<file path="src/hw/rtl/rrts_pkg.sv">
// types and constants of the round-robin task scheduler
// no dependencies
package rrts_pkg;

    localparam int TASK_SLOTS_DEF = 16;
    localparam logic [7:0] SLICE_RESET = 8'd10;
    localparam logic [15:0] ID_RESET = 16'd1;

    typedef enum logic [2:0] {
        OP_TICK    = 3'd0,
        OP_YIELD   = 3'd1,
        OP_CREATE  = 3'd2,
        OP_EXIT    = 3'd3,
        OP_BLOCK   = 3'd4,
        OP_UNBLOCK = 3'd5
    } opcode_t;

    // running tasks keep the ready code, only free and blocked are ever tested
    typedef enum logic [1:0] {
        SS_FREE    = 2'd0,
        SS_READY   = 2'd1,
        SS_BLOCKED = 2'd3
    } slot_state_t;

    typedef enum logic [1:0] {
        STS_OK      = 2'd0,
        STS_NO_SLOT = 2'd1,
        STS_REFUSED = 2'd2
    } status_t;

    typedef struct packed {
        logic [15:0] new_id;
        logic [3:0]  new_slot;
        logic [3:0]  run_slot;
        logic [3:0]  prev_slot;
        logic        switched;
        status_t     status;
    } result_t;

    typedef struct packed {
        logic push;
        logic pop;
    } fifo_ctl_t;

endpackage

</file>
<file path="src/hw/rtl/rrts_slot_mem.sv">
// slot state memory, registered read, valid bit per entry
// depends on rrts_pkg
module rrts_slot_mem #(
    parameter int SLOTS = rrts_pkg::TASK_SLOTS_DEF,
    parameter int SW    = $clog2(SLOTS)
) (
    input  logic                      aclk,
    input  logic                      aresetn,
    input  logic                      we,
    input  logic [SW-1:0]             waddr,
    input  rrts_pkg::slot_state_t     wdata,
    input  logic [SW-1:0]             raddr,
    output rrts_pkg::slot_state_t     rdata
);
    import rrts_pkg::*;

    slot_state_t mem [SLOTS];
    logic [SLOTS-1:0] vld_reg;
    slot_state_t rd_reg;
    logic rvld_reg;

    always_ff @(posedge aclk) begin
        if (we) begin
            mem[waddr] <= wdata;
        end
        rd_reg <= mem[raddr];
    end

    always_ff @(posedge aclk) begin
        if (!aresetn) begin
            vld_reg  <= '0;
            rvld_reg <= 1'b0;
        end else begin
            if (we) begin
                vld_reg[waddr] <= 1'b1;
            end
            rvld_reg <= vld_reg[raddr];
        end
    end

    // never-written slots read as free
    assign rdata = rvld_reg ? rd_reg : SS_FREE;
endmodule

</file>
<file path="src/hw/rtl/rrts_ready_fifo.sv">
// ready queue of slot numbers in a memory, head read registered on request
// depends on rrts_pkg
module rrts_ready_fifo #(
    parameter int SLOTS = rrts_pkg::TASK_SLOTS_DEF,
    parameter int SW    = $clog2(SLOTS)
) (
    input  logic                 aclk,
    input  logic                 aresetn,
    input  rrts_pkg::fifo_ctl_t  ctl,
    input  logic [SW-1:0]        push_slot,
    input  logic                 rd_en,
    output logic [SW-1:0]        head_slot,
    output logic                 nonempty
);
    import rrts_pkg::*;

    localparam int CW = $clog2(SLOTS + 1);
    localparam logic [SW-1:0] LAST = SW'(SLOTS - 1);
    localparam logic [CW-1:0] FULL = CW'(SLOTS);

    logic [SW-1:0] mem [SLOTS];
    logic [SW-1:0] head_reg, tail_reg, hd_q_reg;
    logic [CW-1:0] count_reg;
    logic [CW-1:0] count_after_pop;
    logic push_ok;

    assign count_after_pop = ctl.pop ? count_reg - CW'(1) : count_reg;
    assign push_ok = ctl.push && (count_after_pop != FULL);
    assign nonempty = (count_reg != '0);
    assign head_slot = hd_q_reg;

    always_ff @(posedge aclk) begin
        if (push_ok) begin
            mem[tail_reg] <= push_slot;
        end
        if (rd_en) begin
            hd_q_reg <= mem[head_reg];
        end
    end

    always_ff @(posedge aclk) begin
        if (!aresetn) begin
            head_reg  <= '0;
            tail_reg  <= '0;
            count_reg <= '0;
        end else begin
            if (ctl.pop) begin
                head_reg <= (head_reg == LAST) ? '0 : head_reg + SW'(1);
            end
            if (push_ok) begin
                tail_reg <= (tail_reg == LAST) ? '0 : tail_reg + SW'(1);
            end
            count_reg <= count_after_pop + CW'(push_ok);
        end
    end
endmodule

</file>
<file path="src/hw/rtl/round_robin_task_scheduler.sv">
// flow: an event is registered at the input transfer and handled in an execute
//   state, or for create in a free-slot search from slot 1 that walks the slot state
//   memory one read per cycle; the result passes a result register into the output
//   register, and a new event is taken only after that; a held result stalls input
// reset: synchronous active-low aresetn; idle task runs, all slots free, queue empty,
//   slice length 10, id counter 1; no transfer is taken while reset is low
module round_robin_task_scheduler #(
    parameter int TASK_SLOTS = rrts_pkg::TASK_SLOTS_DEF
) (
    input  logic        aclk,
    input  logic        aresetn,
    // event input: [2:0] opcode, [6:3] target_slot, [7] zero
    input  logic        s_tvalid,
    output logic        s_tready,
    input  logic [7:0]  s_tdata,
    // result: [1:0] status, [2] switched, [6:3] prev_slot, [10:7] run_slot,
    //         [14:11] new_slot, [30:15] new_id, [31] zero
    output logic        m_tvalid,
    input  logic        m_tready,
    output logic [31:0] m_tdata,
    // slice_ticks write
    input  logic        cfg_valid,
    output logic        cfg_ready,
    input  logic [7:0]  cfg_data
);
    import rrts_pkg::*;

    localparam int SW = $clog2(TASK_SLOTS);
    localparam logic [SW-1:0] LAST_SLOT = SW'(TASK_SLOTS - 1);

    typedef enum logic [1:0] {S_IDLE, S_EXEC, S_SCAN, S_OUT} fsm_t;

    fsm_t state_reg, state_next;
    opcode_t op_reg;
    logic [3:0] tgt_reg;
    logic tgt_ok_reg;
    logic [SW-1:0] run_reg, run_next;
    logic [SW-1:0] scan_reg;
    logic [7:0] slice_reg, slice_next, slice_ticks_reg;
    logic [15:0] id_reg, id_next;
    result_t res_reg, res_next;
    logic m_tvalid_reg;
    result_t m_data_reg;

    // memory and queue hookup
    logic st_we;
    logic [SW-1:0] st_waddr, st_raddr;
    slot_state_t st_wdata, st_rdata;
    fifo_ctl_t fctl;
    logic [SW-1:0] push_slot, head_slot;
    logic nonempty;
    logic s_xfer;

    // scratch for the event logic
    logic disp, has_old, requeue, done;
    logic [SW-1:0] next_slot;
    logic [7:0] dec;
    logic found, last;

    assign s_xfer    = s_tvalid && s_tready;
    assign s_tready  = aresetn && (state_reg == S_IDLE);
    assign cfg_ready = aresetn;
    assign m_tvalid  = m_tvalid_reg;
    assign m_tdata   = {1'b0, m_data_reg};

    // create starts the search at slot 1, every other event reads its target
    always_comb begin
        if (state_reg == S_IDLE) begin
            st_raddr = (opcode_t'(s_tdata[2:0]) == OP_CREATE) ? SW'(1) : SW'(s_tdata[6:3]);
        end else begin
            st_raddr = scan_reg + SW'(1);
        end
    end

    rrts_slot_mem #(.SLOTS(TASK_SLOTS), .SW(SW)) u_slot_mem (
        .aclk(aclk), .aresetn(aresetn),
        .we(st_we), .waddr(st_waddr), .wdata(st_wdata),
        .raddr(st_raddr), .rdata(st_rdata)
    );

    // head is read at every input transfer so a pop has it in the next cycle
    rrts_ready_fifo #(.SLOTS(TASK_SLOTS), .SW(SW)) u_ready_fifo (
        .aclk(aclk), .aresetn(aresetn),
        .ctl(fctl), .push_slot(push_slot),
        .rd_en(s_xfer), .head_slot(head_slot), .nonempty(nonempty)
    );

    always_comb begin
        disp       = 1'b0;
        has_old    = 1'b1;
        requeue    = 1'b0;
        st_we      = 1'b0;
        st_waddr   = run_reg;
        st_wdata   = SS_FREE;
        fctl       = '0;
        push_slot  = run_reg;
        run_next   = run_reg;
        slice_next = slice_reg;
        id_next    = id_reg;
        res_next   = '0;
        res_next.status = STS_OK;
        next_slot  = nonempty ? head_slot : '0;
        dec        = (slice_reg == '0) ? '0 : slice_reg - 8'd1;
        found      = (st_rdata == SS_FREE);
        last       = (scan_reg == LAST_SLOT);
        done       = 1'b0;

        if (state_reg == S_EXEC) begin
            done = 1'b1;
            case (op_reg)
                OP_TICK: begin
                    if (run_reg == '0) begin
                        disp = nonempty;
                    end else begin
                        slice_next = dec;
                        if (dec == '0) begin
                            disp    = 1'b1;
                            requeue = 1'b1;
                        end
                    end
                end
                OP_YIELD: begin
                    disp    = 1'b1;
                    requeue = 1'b1;
                end
                OP_EXIT: begin
                    if (run_reg == '0) begin
                        res_next.status = STS_REFUSED;
                    end else begin
                        st_we   = 1'b1;
                        disp    = 1'b1;
                        has_old = 1'b0;
                    end
                end
                OP_BLOCK: begin
                    if (run_reg == '0) begin
                        res_next.status = STS_REFUSED;
                    end else begin
                        st_we    = 1'b1;
                        st_wdata = SS_BLOCKED;
                        disp     = 1'b1;
                    end
                end
                OP_UNBLOCK: begin
                    if (tgt_ok_reg && st_rdata == SS_BLOCKED) begin
                        st_we     = 1'b1;
                        st_waddr  = SW'(tgt_reg);
                        st_wdata  = SS_READY;
                        fctl.push = 1'b1;
                        push_slot = SW'(tgt_reg);
                    end else begin
                        res_next.status = STS_REFUSED;
                    end
                end
                default: begin
                    res_next.status = STS_REFUSED;
                end
            endcase

            // dispatch: pop head or fall back to idle, requeue a preempted task
            if (disp) begin
                fctl.pop = nonempty;
                if (!(has_old && next_slot == run_reg)) begin
                    run_next   = next_slot;
                    slice_next = slice_ticks_reg;
                    if (requeue && run_reg != '0) begin
                        fctl.push = 1'b1;
                        push_slot = run_reg;
                    end
                end
            end
        end else if (state_reg == S_SCAN) begin
            // free-slot search, one slot per cycle
            done = found || last;
            if (found) begin
                st_we             = 1'b1;
                st_waddr          = scan_reg;
                st_wdata          = SS_READY;
                fctl.push         = 1'b1;
                push_slot         = scan_reg;
                res_next.new_slot = 4'(scan_reg);
                res_next.new_id   = id_reg;
                id_next           = id_reg + 16'd1;
            end else if (last) begin
                res_next.status = STS_NO_SLOT;
            end
        end

        res_next.prev_slot = 4'(run_reg);
        res_next.run_slot  = 4'(run_next);
        res_next.switched  = (run_next != run_reg);
    end

    always_comb begin
        state_next = state_reg;
        case (state_reg)
            S_IDLE: begin
                if (s_xfer) begin
                    state_next = (opcode_t'(s_tdata[2:0]) == OP_CREATE) ? S_SCAN : S_EXEC;
                end
            end
            S_EXEC: state_next = S_OUT;
            S_SCAN: begin
                if (done) begin
                    state_next = S_OUT;
                end
            end
            S_OUT: begin
                if (!m_tvalid_reg || m_tready) begin
                    state_next = S_IDLE;
                end
            end
            default: state_next = S_IDLE;
        endcase
    end

    // payload registers
    always_ff @(posedge aclk) begin
        if (s_xfer) begin
            op_reg     <= opcode_t'(s_tdata[2:0]);
            tgt_reg    <= s_tdata[6:3];
            tgt_ok_reg <= (32'(s_tdata[6:3]) < TASK_SLOTS);
        end
        if (done) begin
            res_reg <= res_next;
        end
        if (state_reg == S_OUT && (!m_tvalid_reg || m_tready)) begin
            m_data_reg <= res_reg;
        end
    end

    // control state and scheduler registers
    always_ff @(posedge aclk) begin
        if (!aresetn) begin
            state_reg       <= S_IDLE;
            run_reg         <= '0;
            slice_reg       <= '0;
            id_reg          <= ID_RESET;
            slice_ticks_reg <= SLICE_RESET;
            scan_reg        <= '0;
            m_tvalid_reg    <= 1'b0;
        end else begin
            state_reg <= state_next;
            if (cfg_valid && cfg_ready) begin
                slice_ticks_reg <= cfg_data;
            end
            if (done) begin
                run_reg   <= run_next;
                slice_reg <= slice_next;
                id_reg    <= id_next;
            end
            if (s_xfer) begin
                scan_reg <= SW'(1);
            end else if (state_reg == S_SCAN) begin
                scan_reg <= scan_reg + SW'(1);
            end
            // output register frees on a result transfer, loads from S_OUT
            if (state_reg == S_OUT && (!m_tvalid_reg || m_tready)) begin
                m_tvalid_reg <= 1'b1;
            end else if (m_tready) begin
                m_tvalid_reg <= 1'b0;
            end
        end
    end
endmodule

</file>
<file path="config.mk">
export PLATFORM = sky130hd
export DESIGN_NAME = round_robin_task_scheduler
export DESIGN_NICKNAME = d
export VERILOG_FILES = /design/src/hw/rtl/rrts_pkg.sv /design/src/hw/rtl/rrts_slot_mem.sv /design/src/hw/rtl/rrts_ready_fifo.sv /design/src/hw/rtl/round_robin_task_scheduler.sv
export SDC_FILE = /design/constraint.sdc
export NUM_CORES = 1
export LEC_CHECK = 0
export BUFFER_PORTS_ARGS = -buffer_cell sky130_fd_sc_hd__buf_2
export CORE_MARGIN = 4
export CORE_UTILIZATION = 24
export DETAILED_ROUTE_END_ITERATION = 16
export GPL_ROUTABILITY_DRIVEN = 0
export GPL_TIMING_DRIVEN = 1
export PLACE_DENSITY = 0.36
export SYNTH_ARGS = -nofsm -noshare
export SYNTH_HDL_FRONTEND = slang
export SYNTH_SLANG_ARGS = --single-unit
</file>
<file path="constraint.sdc">
create_clock -name aclk -period 4.4 [get_ports aclk]
set_input_delay 0.88 -clock aclk [delete_from_list [all_inputs] [get_ports aclk]]
set_output_delay 0.88 -clock aclk [all_outputs]
set_load 0.01 [all_outputs]
</file>
==> flow_summary.json, run 1 <==
{
  "finalHoldViolCount": 0,
  "rows": 76,
  "dp_hpwl_mm": 17.1,
  "synth-compound-area-share": 0.0951,
  "final.fill_count": 4462,
  "first_pass_iters": 5,
  "max-vdd-ir-drop_v": 0.000288,
  "yosysMostFrequentCell": "edfxtp_1",
  "io_buffers": 53,
  "timing.rr.start": "slice_reg[0]$_SDFFE_PN0P_",
  "synth_xor_area_frac": 0.0243,
  "cp-start-kind": "flop",
  "drt_iter0_drc": 302,
  "rsz0062_at_grt": "no",
  "status": "complete, no violations",
  "antenna_found_initial": 0,
  "yosys.area_share.simple": 0.131,
  "cts_hold_buf": 0,
  "vias": 6406,
  "leakage_uw": 0.00428,
  "largest_register": "u_ready_fifo.mem",
  "boundaryPins": 56,
  "grt_pass1_wl_mm": 39.3,
  "grt_max_degree": 41,
  "h-tree-depth": 1,
  "min_path_type": "flop to flop",
  "drt-total-wl_mm": 25.2,
  "syn-cell-area_um2": 10400,
  "cts_buffers": 30,
  "wl_per_cell_um": 17.0,
  "clk_transition_reported_paths_ns": 0.06,
  "async_flop_share": 0,
  "dieArea_um2": 46900,
  "vias_per_cell": 4.31,
  "clkLatencyLatePin_ns": 0.56,
  "ys_seq_area_frac": 0.630,
  "clock-sinks": 244,
  "area_growth_syn_to_layout_pct": 18.7,
  "diodes": 0,
  "postSynthCellCount": 813,
  "final_nets": 915,
  "max_slew.worst_pin.slew_ns": 1.03,
  "synth_edf_count": 169,
  "globalRouteTotalUtil": 0.107,
  "largest_reg_flops": 64,
  "core_um2": 43100,
  "fin_area_um2": 12400,
  "ys_ff_latch": 244,
  "post_cts_buffers": 0,
  "p_per_area_nw_per_um2": 519,
  "clock_skew_ns": 0.0151,
  "worstPathMaxFanout": 14,
  "synth.top_cells.by_count": "edfxtp_1 (169), nor2_1 (82), dfxtp_1 (75)",
  "syn_nets": 851,
  "yosysWarnings": 0,
  "synthTopCellsByArea": "edfxtp_1 (49%), dfxtp_1 (14%), mux4_2 (4.3%)",
  "synth_mux_area_frac": 0.0734,
  "min_from": "res_reg[12]$_SDFFCE_PP0P_",
  "cp_data_arrival_time_ns": 4.33,
  "drc": 0,
  "synth_top_family_by_area": "simple AND/OR/NAND/NOR gates",
  "synth.top_cell.area_share": 0.486,
  "end_kind": "flop",
  "die_x_um": 217,
  "synth_area_leader_cell": "edfxtp_1",
  "cts_max_path_buffers": 3,
  "max_slew_margin": 0.312,
  "dpl_cell_area_um2": 11400,
  "gr-total-overflow": 0,
  "drive_gt1_frac": 0.175,
  "synth_fa_ha_area_frac": 0.0204,
  "cts_tree": "yes",
  "finalSetupViolCount": 0,
  "setup_tns_ns": 0,
  "start_util": 0.243,
  "final-max-slew-violation-count": 0,
  "die_height_um": 217,
  "ys.flop_type": "edfxtp_1",
  "required_ns": 4.83,
  "path_class": "flop to flop",
  "top_regs": "u_ready_fifo.mem (64), u_slot_mem.mem (32)",
  "max_freq_mhz": 256,
  "min_period_over_period": 0.888,
  "startpoint": "slice_reg[0]$_SDFFE_PN0P_",
  "cts_resized": 0,
  "synth.avg_cell_area_um2": 12.8,
  "synth.distinct_cells": 72,
  "grt_pass1_vias": 6507,
  "root_buffer": "clkbuf_16",
  "ant_nets": 0,
  "finalCriticalPeriod_ns": 3.91,
  "drv_cap": 0
}
logic make-up (layout without fill, tap and decap cells):
family / after synthesis / after routing
compound gates: 136 / 136
xor+xnor: 29 / 29
fa+ha+maj: 17 / 17
buf+inv: 64 / 152
flops: 244 / 244
mux: 51 / 51
other cells: 1 / 1
simple gates: 271 / 271
cell type report:
cell class	count	area, µm²	share of cell area
sequential	244	6580	0.530
inverter	23	86.3	0.00696
timing repair buffer	73	415	0.0335
multi-input combinational	505	3630	0.292
clock buffer	40	850	0.0685
clock inverter	16	113	0.00908
tap	585	732	0.0590
metal layers:
metal	wire [µm]	share of wire	vias up	global-route usage
met4	417	0.017	0	0.0290
met5	0	0	-	0
li1	-	-	3140	-
met3	1010	0.040	26	0.0189
met1	12800	0.51	3137	0.157
met2	11000	0.44	103	0.162
worst paths after layout:
check	endpoint	slack [ns]	cells after the start
setup / recovery	u_ready_fifo.count_reg[4]$_SDFF_PN0_	0.49	15
hold / removal	m_tdata[12]$_DFFE_PP_	0.41	0
setup reg to reg	u_ready_fifo.count_reg[4]$_SDFF_PN0_	0.49	15
hold reg to reg	m_tdata[12]$_DFFE_PP_	0.41	0
power by group:
group | internal, µW | switching (µW) | total [µW]
Clock | 1410 | 953 | 2360
Combinational | 382 | 761 | 1140
Sequential | 2820 | 111 | 2930
cell usage in the layout (no fill, tap or decap), types with 9 or more instances in the layout:
cell type	count
inv_1	22
nand3_1	9
a211oi_1	19
mux4_2	20
nand2_1	60
nor2_1	82
o21ai_0	18
xor2_1	18
mux2i_1	26
nor2b_1	11
xnor2_1	11
o21a_1	17
and2_1	45
buf_2	53
clkbuf_16	31
a31oi_1	9
ha_1	17
dfxtp_1	75
a21oi_1	20
and3_1	18
edfxtp_1	169
buf_4	20
through the flow:
step / total power, µW / utilization / hold WS [ns] / worst slack, ns / cells
detailed placement: 4160 / 0.265 / 0.405 / 0.494 / 1430
global route: 6800 / 0.288 / 0.424 / 0.198 / 1486
global placement: 4160 / 0.265 / 0.403 / 0.480 / 1430
floorplan: 3710 / - / 0.400 / 0.927 / 813
CTS: 6580 / 0.288 / 0.416 / 0.478 / 1486
finish: 6430 / 0.288 / 0.414 / 0.494 / 1486
worst max-delay path, stage by stage (launching register included):
cell and delay, ns:
dfxtp_1 0.37, inv_1 0.08, ha_1 0.26, or4b_4 0.55
o22ai_2 0.22, o2111ai_2 0.22, o21ai_4 0.35, mux2i_1 0.47
a211oi_4 0.09, a21o_4 0.25, inv_2 0.17, ha_1 0.20
ha_1 0.20, o21ai_0 0.12, xnor2_1 0.16, nor2_1 0.05
Power figures use the tool's default switching activity.
==> run 2, diff against run 1 <==
--- a/config.mk
+++ b/config.mk
@@ -6,12 +6,12 @@
 export NUM_CORES = 1
 export LEC_CHECK = 0
 export BUFFER_PORTS_ARGS = -buffer_cell sky130_fd_sc_hd__buf_2
-export CORE_MARGIN = 4
-export CORE_UTILIZATION = 24
+export CORE_MARGIN = 2
+export CORE_UTILIZATION = 40
 export DETAILED_ROUTE_END_ITERATION = 16
 export GPL_ROUTABILITY_DRIVEN = 0
 export GPL_TIMING_DRIVEN = 1
-export PLACE_DENSITY = 0.36
+export PLACE_DENSITY = 0.54
 export SYNTH_ARGS = -nofsm -noshare
 export SYNTH_HDL_FRONTEND = slang
 export SYNTH_SLANG_ARGS = --single-unit
==> run 2 against run 1 <==
Sequential cell count unchanged; clock-buffer cell count decreased by 6; die area decreased by 42%; first-iteration DRC count increased by 27%; utilization increased by 18 points; sequential power about the same; clock skew decreased by 0.0074 ns; fmax increased by 1.1%; combinational power decreased by 5%; routed wire length decreased by 17%; highest routed layer unchanged.
==> flow_summary.json, run 2 (synthesis results as in run 1) <==
{
  "final-seq-area_um2": 6580,
  "max_freq_mhz": 259,
  "timing.rr.start": "slice_reg[0]$_SDFFE_PN0P_",
  "clkLatencyLatePin_ns": 0.52,
  "final-max-slew-violation-count": 0,
  "grt_pass1_vias": 6190,
  "largest_reg_flops": 64,
  "max_slew_margin": 0.358,
  "startpoint": "slice_reg[0]$_SDFFE_PN0P_",
  "min_path_cells": 0,
  "cts_max_path_buffers": 3,
  "boundaryPins": 56,
  "core_um2": 25800,
  "end_kind": "flop",
  "finalSetupViolCount": 0,
  "drt-total-wl_mm": 21.0,
  "final-instance-count-excl-fill": 1226,
  "drive_gt1_frac": 0.172,
  "layout_commonest_cell": "edfxtp_1",
  "rows": 59,
  "reg2reg_slack_ns": 0.54,
  "antenna_found_initial": 0,
  "worstPathMaxFanout": 14,
  "cts_buffers": 26,
  "required_ns": 4.79,
  "multi_input_area_um2": 3620,
  "die_height_um": 166,
  "cts_resized": 0,
  "grt_max_degree": 41,
  "gr-total-overflow": 0,
  "wl_per_cell_um": 17.1,
  "clock-sinks": 244,
  "dieArea_um2": 27400,
  "cp-start-kind": "flop",
  "endpoint": "u_ready_fifo.count_reg[4]$_SDFF_PN0_",
  "first_pass_iters": 5,
  "diodes": 0,
  "rsz0062_at_grt": "no",
  "path_class": "flop to flop",
  "layout_common_cells": "edfxtp_1 (169), nor2_1 (82), dfxtp_1 (75), nand2_1 (60), buf_2 (53)",
  "post_cts_buffers": 0,
  "cts_tree": "yes",
  "reg2regPathDepth": 15,
  "die_x_um": 166,
  "start_util": 0.404,
  "cp_data_arrival_time_ns": 4.25,
  "p_per_area_nw_per_um2": 529,
  "cts_hold_buf": 0,
  "finalCriticalPeriod_ns": 3.86,
  "dp_hpwl_mm": 13.9,
  "ant_nets": 0,
  "max-vdd-ir-drop_v": 0.000303,
  "critPathSlowestCell": "or4b_4",
  "min_period_over_period": 0.878,
  "top_regs": "u_ready_fifo.mem (64), u_slot_mem.mem (32)",
  "critical-path-max-stage-delay_ns": 0.54,
  "io_buffers": 53,
  "dp.cells": 1178,
  "final.fill_count": 2377,
  "root_buffer": "clkbuf_16",
  "max_slew.worst_pin.slew_ns": 0.964,
  "largest_register": "u_ready_fifo.mem",
  "leakage_uw": 0.00425,
  "globalRouteTotalUtil": 0.153,
  "vias": 6314,
  "setup_tns_ns": 0,
  "finalHoldViolCount": 0,
  "grt_pass1_wl_mm": 34.1,
  "r2r_end": "u_ready_fifo.count_reg[4]$_SDFF_PN0_",
  "drt_iter0_drc": 384,
  "area_growth_syn_to_layout_pct": 15.3,
  "clk_transition_reported_paths_ns": 0.06,
  "min_path_type": "flop to flop",
  "drv_cap": 0,
  "crit_path_cell_trace": "inv_1 -> ha_1 -> or4b_4 -> o22ai_2 -> o2111ai_2 -> o21ai_4 -> mux2i_1 -> a211oi_4 -> a21o_4 -> inv_2 -> ha_1 -> ha_1 -> o21ai_0 -> xnor2_1 -> nor2_1",
  "clock_skew_ns": 0.00768,
  "drc": 0,
  "final_nets": 909,
  "path_common_cell": "ha_1",
  "status": "complete, no violations",
  "h-tree-depth": 1,
  "vias_per_cell": 5.15
}
[run 2: changes by cell type in the layout (fill, tap and decap cells not counted), sizes merged]
cell	previous run	this run
clkinv	12	5
bufinv	1	5
clkbuf	40	34
buf	73	71
inv	23	24
[run 2: layout make-up]
class / count / share of cell area
inverters: 23 / 0.00717
multi-input cells: 505 / 0.301
well taps: 335 / 0.0348
repair buffers: 71 / 0.0332
clock inverters: 14 / 0.0169
clock buffers: 34 / 0.0616
flip-flops and latches: 244 / 0.546
[run 2: worst min-delay path by stage]
stage | slack (ns) | startpoint | endpoint
2_1_floorplan | 0.40 | res_reg[0]$_SDFFCE_PN0P_ | m_tdata[0]$_DFFE_PP_
3_3_place_gp | 0.40 | res_reg[19]$_SDFFCE_PP0P_ | m_tdata[19]$_DFFE_PP_
3_5_place_dp | 0.40 | res_reg[30]$_SDFFCE_PP0P_ | m_tdata[30]$_DFFE_PP_
4_1_cts | 0.42 | res_reg[9]$_DFFE_PP_ | m_tdata[9]$_DFFE_PP_
5_1_grt | 0.43 | res_reg[9]$_DFFE_PP_ | m_tdata[9]$_DFFE_PP_
6_report | 0.42 | res_reg[9]$_DFFE_PP_ | m_tdata[9]$_DFFE_PP_
[run 2: where the power goes]
group	total [µW]	leakage [µW]	switching, µW	internal (µW)
clock	2360	0.000456	881	1480
combinational	1080	0.00165	709	370
sequential	2930	0.00215	114	2820
[run 2: per-stage QoR]
stage | hold slack (ns) | power, µW | area, µm² | utilization | worst slack [ns]
final | 0.418 | 6370 | 12000 | 0.466 | 0.536
after global routing | 0.430 | 6690 | 12000 | 0.466 | 0.277
after CTS | 0.419 | 6450 | 12000 | 0.466 | 0.483
after detailed placement | 0.405 | 4080 | 11100 | 0.430 | 0.509
after global placement | 0.403 | 4060 | 11100 | 0.430 | 0.533
after floorplan | 0.400 | 3710 | 10400 | - | 0.927
[run 2: worst max-delay path: cells and delay by family (launching register included)]
family                     cells  cell delay, ns
DFF                            1            0.36
adders and majority gates      3            0.64
buffers and inverters          2            0.25
xor gates and xnor gates       1            0.16
AOI/OAI and AO/OA              6            1.27
and+or+nand+nor                2            0.59
muxes                          1            0.46
[run 2: per-layer routing]
layer,up-vias,global-route usage,part of all wire
li1,3122,-,-
met1,3050,0.214,0.47
met2,109,0.250,0.46
met3,33,0.0234,0.041
met4,0,0.0412,0.020
met5,-,0,0
==> run 3, diff against run 2 <==
--- a/config.mk
+++ b/config.mk
@@ -11,7 +11,8 @@
 export DETAILED_ROUTE_END_ITERATION = 16
 export GPL_ROUTABILITY_DRIVEN = 0
 export GPL_TIMING_DRIVEN = 1
-export PLACE_DENSITY = 0.54
+export PLACE_DENSITY = 0.56
+export RECOVER_POWER = 100
 export SYNTH_ARGS = -nofsm -noshare
 export SYNTH_HDL_FRONTEND = slang
 export SYNTH_SLANG_ARGS = --single-unit
==> constraint.sdc (replaced) <==
create_clock -name aclk -period 3.3 [get_ports aclk]
set_input_delay 0.66 -clock aclk [delete_from_list [all_inputs] [get_ports aclk]]
set_output_delay 0.66 -clock aclk [all_outputs]
set_load 0.01 [all_outputs]
==> run 3 against run 2 <==
The run now ends with capacitance limit, slew limit left; clock power up 30%; non-clock buffer count up 36; sequential power up 33%; clock-buffer cell count up 4; first-iteration DRC count up 35%; highest routed layer unchanged; total power up 34%; largest power group unchanged; utilization up 1.2 points; register-to-register slack worse by 0.44 ns; critical path type is now primary input to output pin; largest cell class unchanged.
==> flow_summary.json, run 3 (synthesis results as in run 1) <==
{
  "drc": 0,
  "vias_per_cell": 5.17,
  "drv_cap": 2,
  "status": "finished with violations",
  "h-tree-depth": 1,
  "required_ns": 2.64,
  "worstPathMaxFanout": 36,
  "area_growth_syn_to_layout_pct": 18.3,
  "finalCriticalPeriod_ns": 3.20,
  "power_uw": 8540,
  "clkLatencyLatePin_ns": 0.52,
  "globalRouteTotalUtil": 0.158,
  "hold_slack_ns": 0.351,
  "p_per_area_nw_per_um2": 691,
  "max-vdd-ir-drop_v": 0.000421,
  "boundaryPins": 56,
  "rsz0062_at_grt": "yes",
  "die_x_um": 166,
  "clock_skew_ns": 0.0164,
  "finalHoldViolCount": 0,
  "gr-total-overflow": 0,
  "cts_tree": "yes",
  "leakage_uw": 0.00425,
  "largest_reg_flops": 64,
  "diodes": 0,
  "first_pass_iters": 4,
  "path_class": "primary input to output pin",
  "antenna_found_initial": 0,
  "timing.rr.start": "slice_reg[0]$_SDFFE_PN0P_",
  "clock-sinks": 244,
  "start_util": 0.404,
  "ant_nets": 0,
  "dpl_cell_area_um2": 11400,
  "cp-start-kind": "primary input",
  "violations": "capacitance limit, slew limit",
  "rows": 59,
  "max_freq_mhz": 312,
  "layout_commonest_cell": "edfxtp_1",
  "min_path_type": "primary input to flop",
  "max_slew_margin": -0.337,
  "dieArea_um2": 27400,
  "clk_transition_reported_paths_ns": 0.06,
  "largest_register": "u_ready_fifo.mem",
  "final_nets": 946,
  "min_from": "s_tdata[1]",
  "final-max-slew-violation-count": 69,
  "cts_buffers": 27,
  "drt_iter0_drc": 520,
  "cts_max_path_buffers": 3,
  "dp_hpwl_mm": 15.0,
  "root_buffer": "clkbuf_16",
  "max_slew.worst_pin.slew_ns": 2.01,
  "layout_common_cells": "edfxtp_1 (169), nor2_1 (82), dfxtp_1 (75), nand2_1 (60), clkbuf_1 (59)",
  "vias": 6534,
  "startpoint": "aresetn",
  "io_buffers": 53,
  "grt_pass1_vias": 6493,
  "cp_data_arrival_time_ns": 2.54,
  "min_period_over_period": 0.971,
  "end_kind": "output pin",
  "finalSetupViolCount": 0,
  "fin_area_um2": 12400,
  "top_regs": "u_ready_fifo.mem (64), u_slot_mem.mem (32)",
  "drive_gt1_frac": 0.178,
  "grt_max_degree": 41,
  "wl_per_cell_um": 17.3,
  "die_height_um": 166,
  "drt-total-wl_mm": 21.9,
  "core_um2": 25800,
  "grt_pass1_wl_mm": 35.0
}
-- run 3: cell types whose count changed in the layout (fill, tap and decap cells not counted), moves of 9 or more --
cell | previous run | this run
clkbuf_1 | 3 | 59
and2_0 | 0 | 10
buf_2 | 53 | 14
and3_1 | 18 | 6
buf_4 | 18 | 40
and2_1 | 45 | 31
and3_4 | 0 | 9
-- run 3: where the power goes --
part	switching [µW]	total (µW)	internal [µW]	leakage (µW)
combinational	1010	1570	555	0.00166
sequential	139	3900	3770	0.00215
clock	1170	3070	1910	0.000446
-- run 3: cell type report --
type	count	area (µm²)
fill	2334	13500
clock inverter	11	164
timing repair buffer	107	571
tap	335	419
clock buffer	38	757
inverter	23	86.3
sequential	244	6580
multi-input combinational	505	3790
-- run 3: per-layer routing --
layer  track usage  wire length [µm]  part of all wire
met1         0.217             10000              0.46
met2         0.260             10300              0.47
met3        0.0289              1100             0.050
met4        0.0389               452             0.021
met5             0                 0                 0
-- run 3: path summary, 6_finish.rpt --
path	slack (ns)	depth (start not counted)	end
worst min-delay path	0.35	1	op_reg[1]$_DFFE_PP_
worst max-delay path	0.1	3	cfg_ready
worst max register to register	0.1	12	u_ready_fifo.mem[9][3]$_DFFE_PP_
worst min register to register	0.41	0	m_tdata[7]$_DFFE_PP_
-- run 3: timing repair --
item                                    4_1_cts  5_1_grt
endpoints found under the setup margin       29       66
hold buffers                                  0        0
pin swaps                                     0        9
resized for setup                             3       44
setup buffers                                 0        3
-- run 3: critical path, stage by stage --
cell,delay (ns)
buf_2,0.09
clkbuf_1,1.43
buf_2,0.35
-- run 3: stage by stage --
step / TNS, ns / setup WS (ns) / utilization / std cells
after floorplan: 0 / 0.00211 / - / 813
after global placement: 0 / 0.00519 / 0.440 / 1211
after detailed placement: -0.102 / -0.0419 / 0.440 / 1211
after CTS: 0 / 0.00358 / 0.476 / 1260
after global routing: -1.83 / -0.0509 / 0.478 / 1263
final: 0 / 0.0970 / 0.478 / 1263
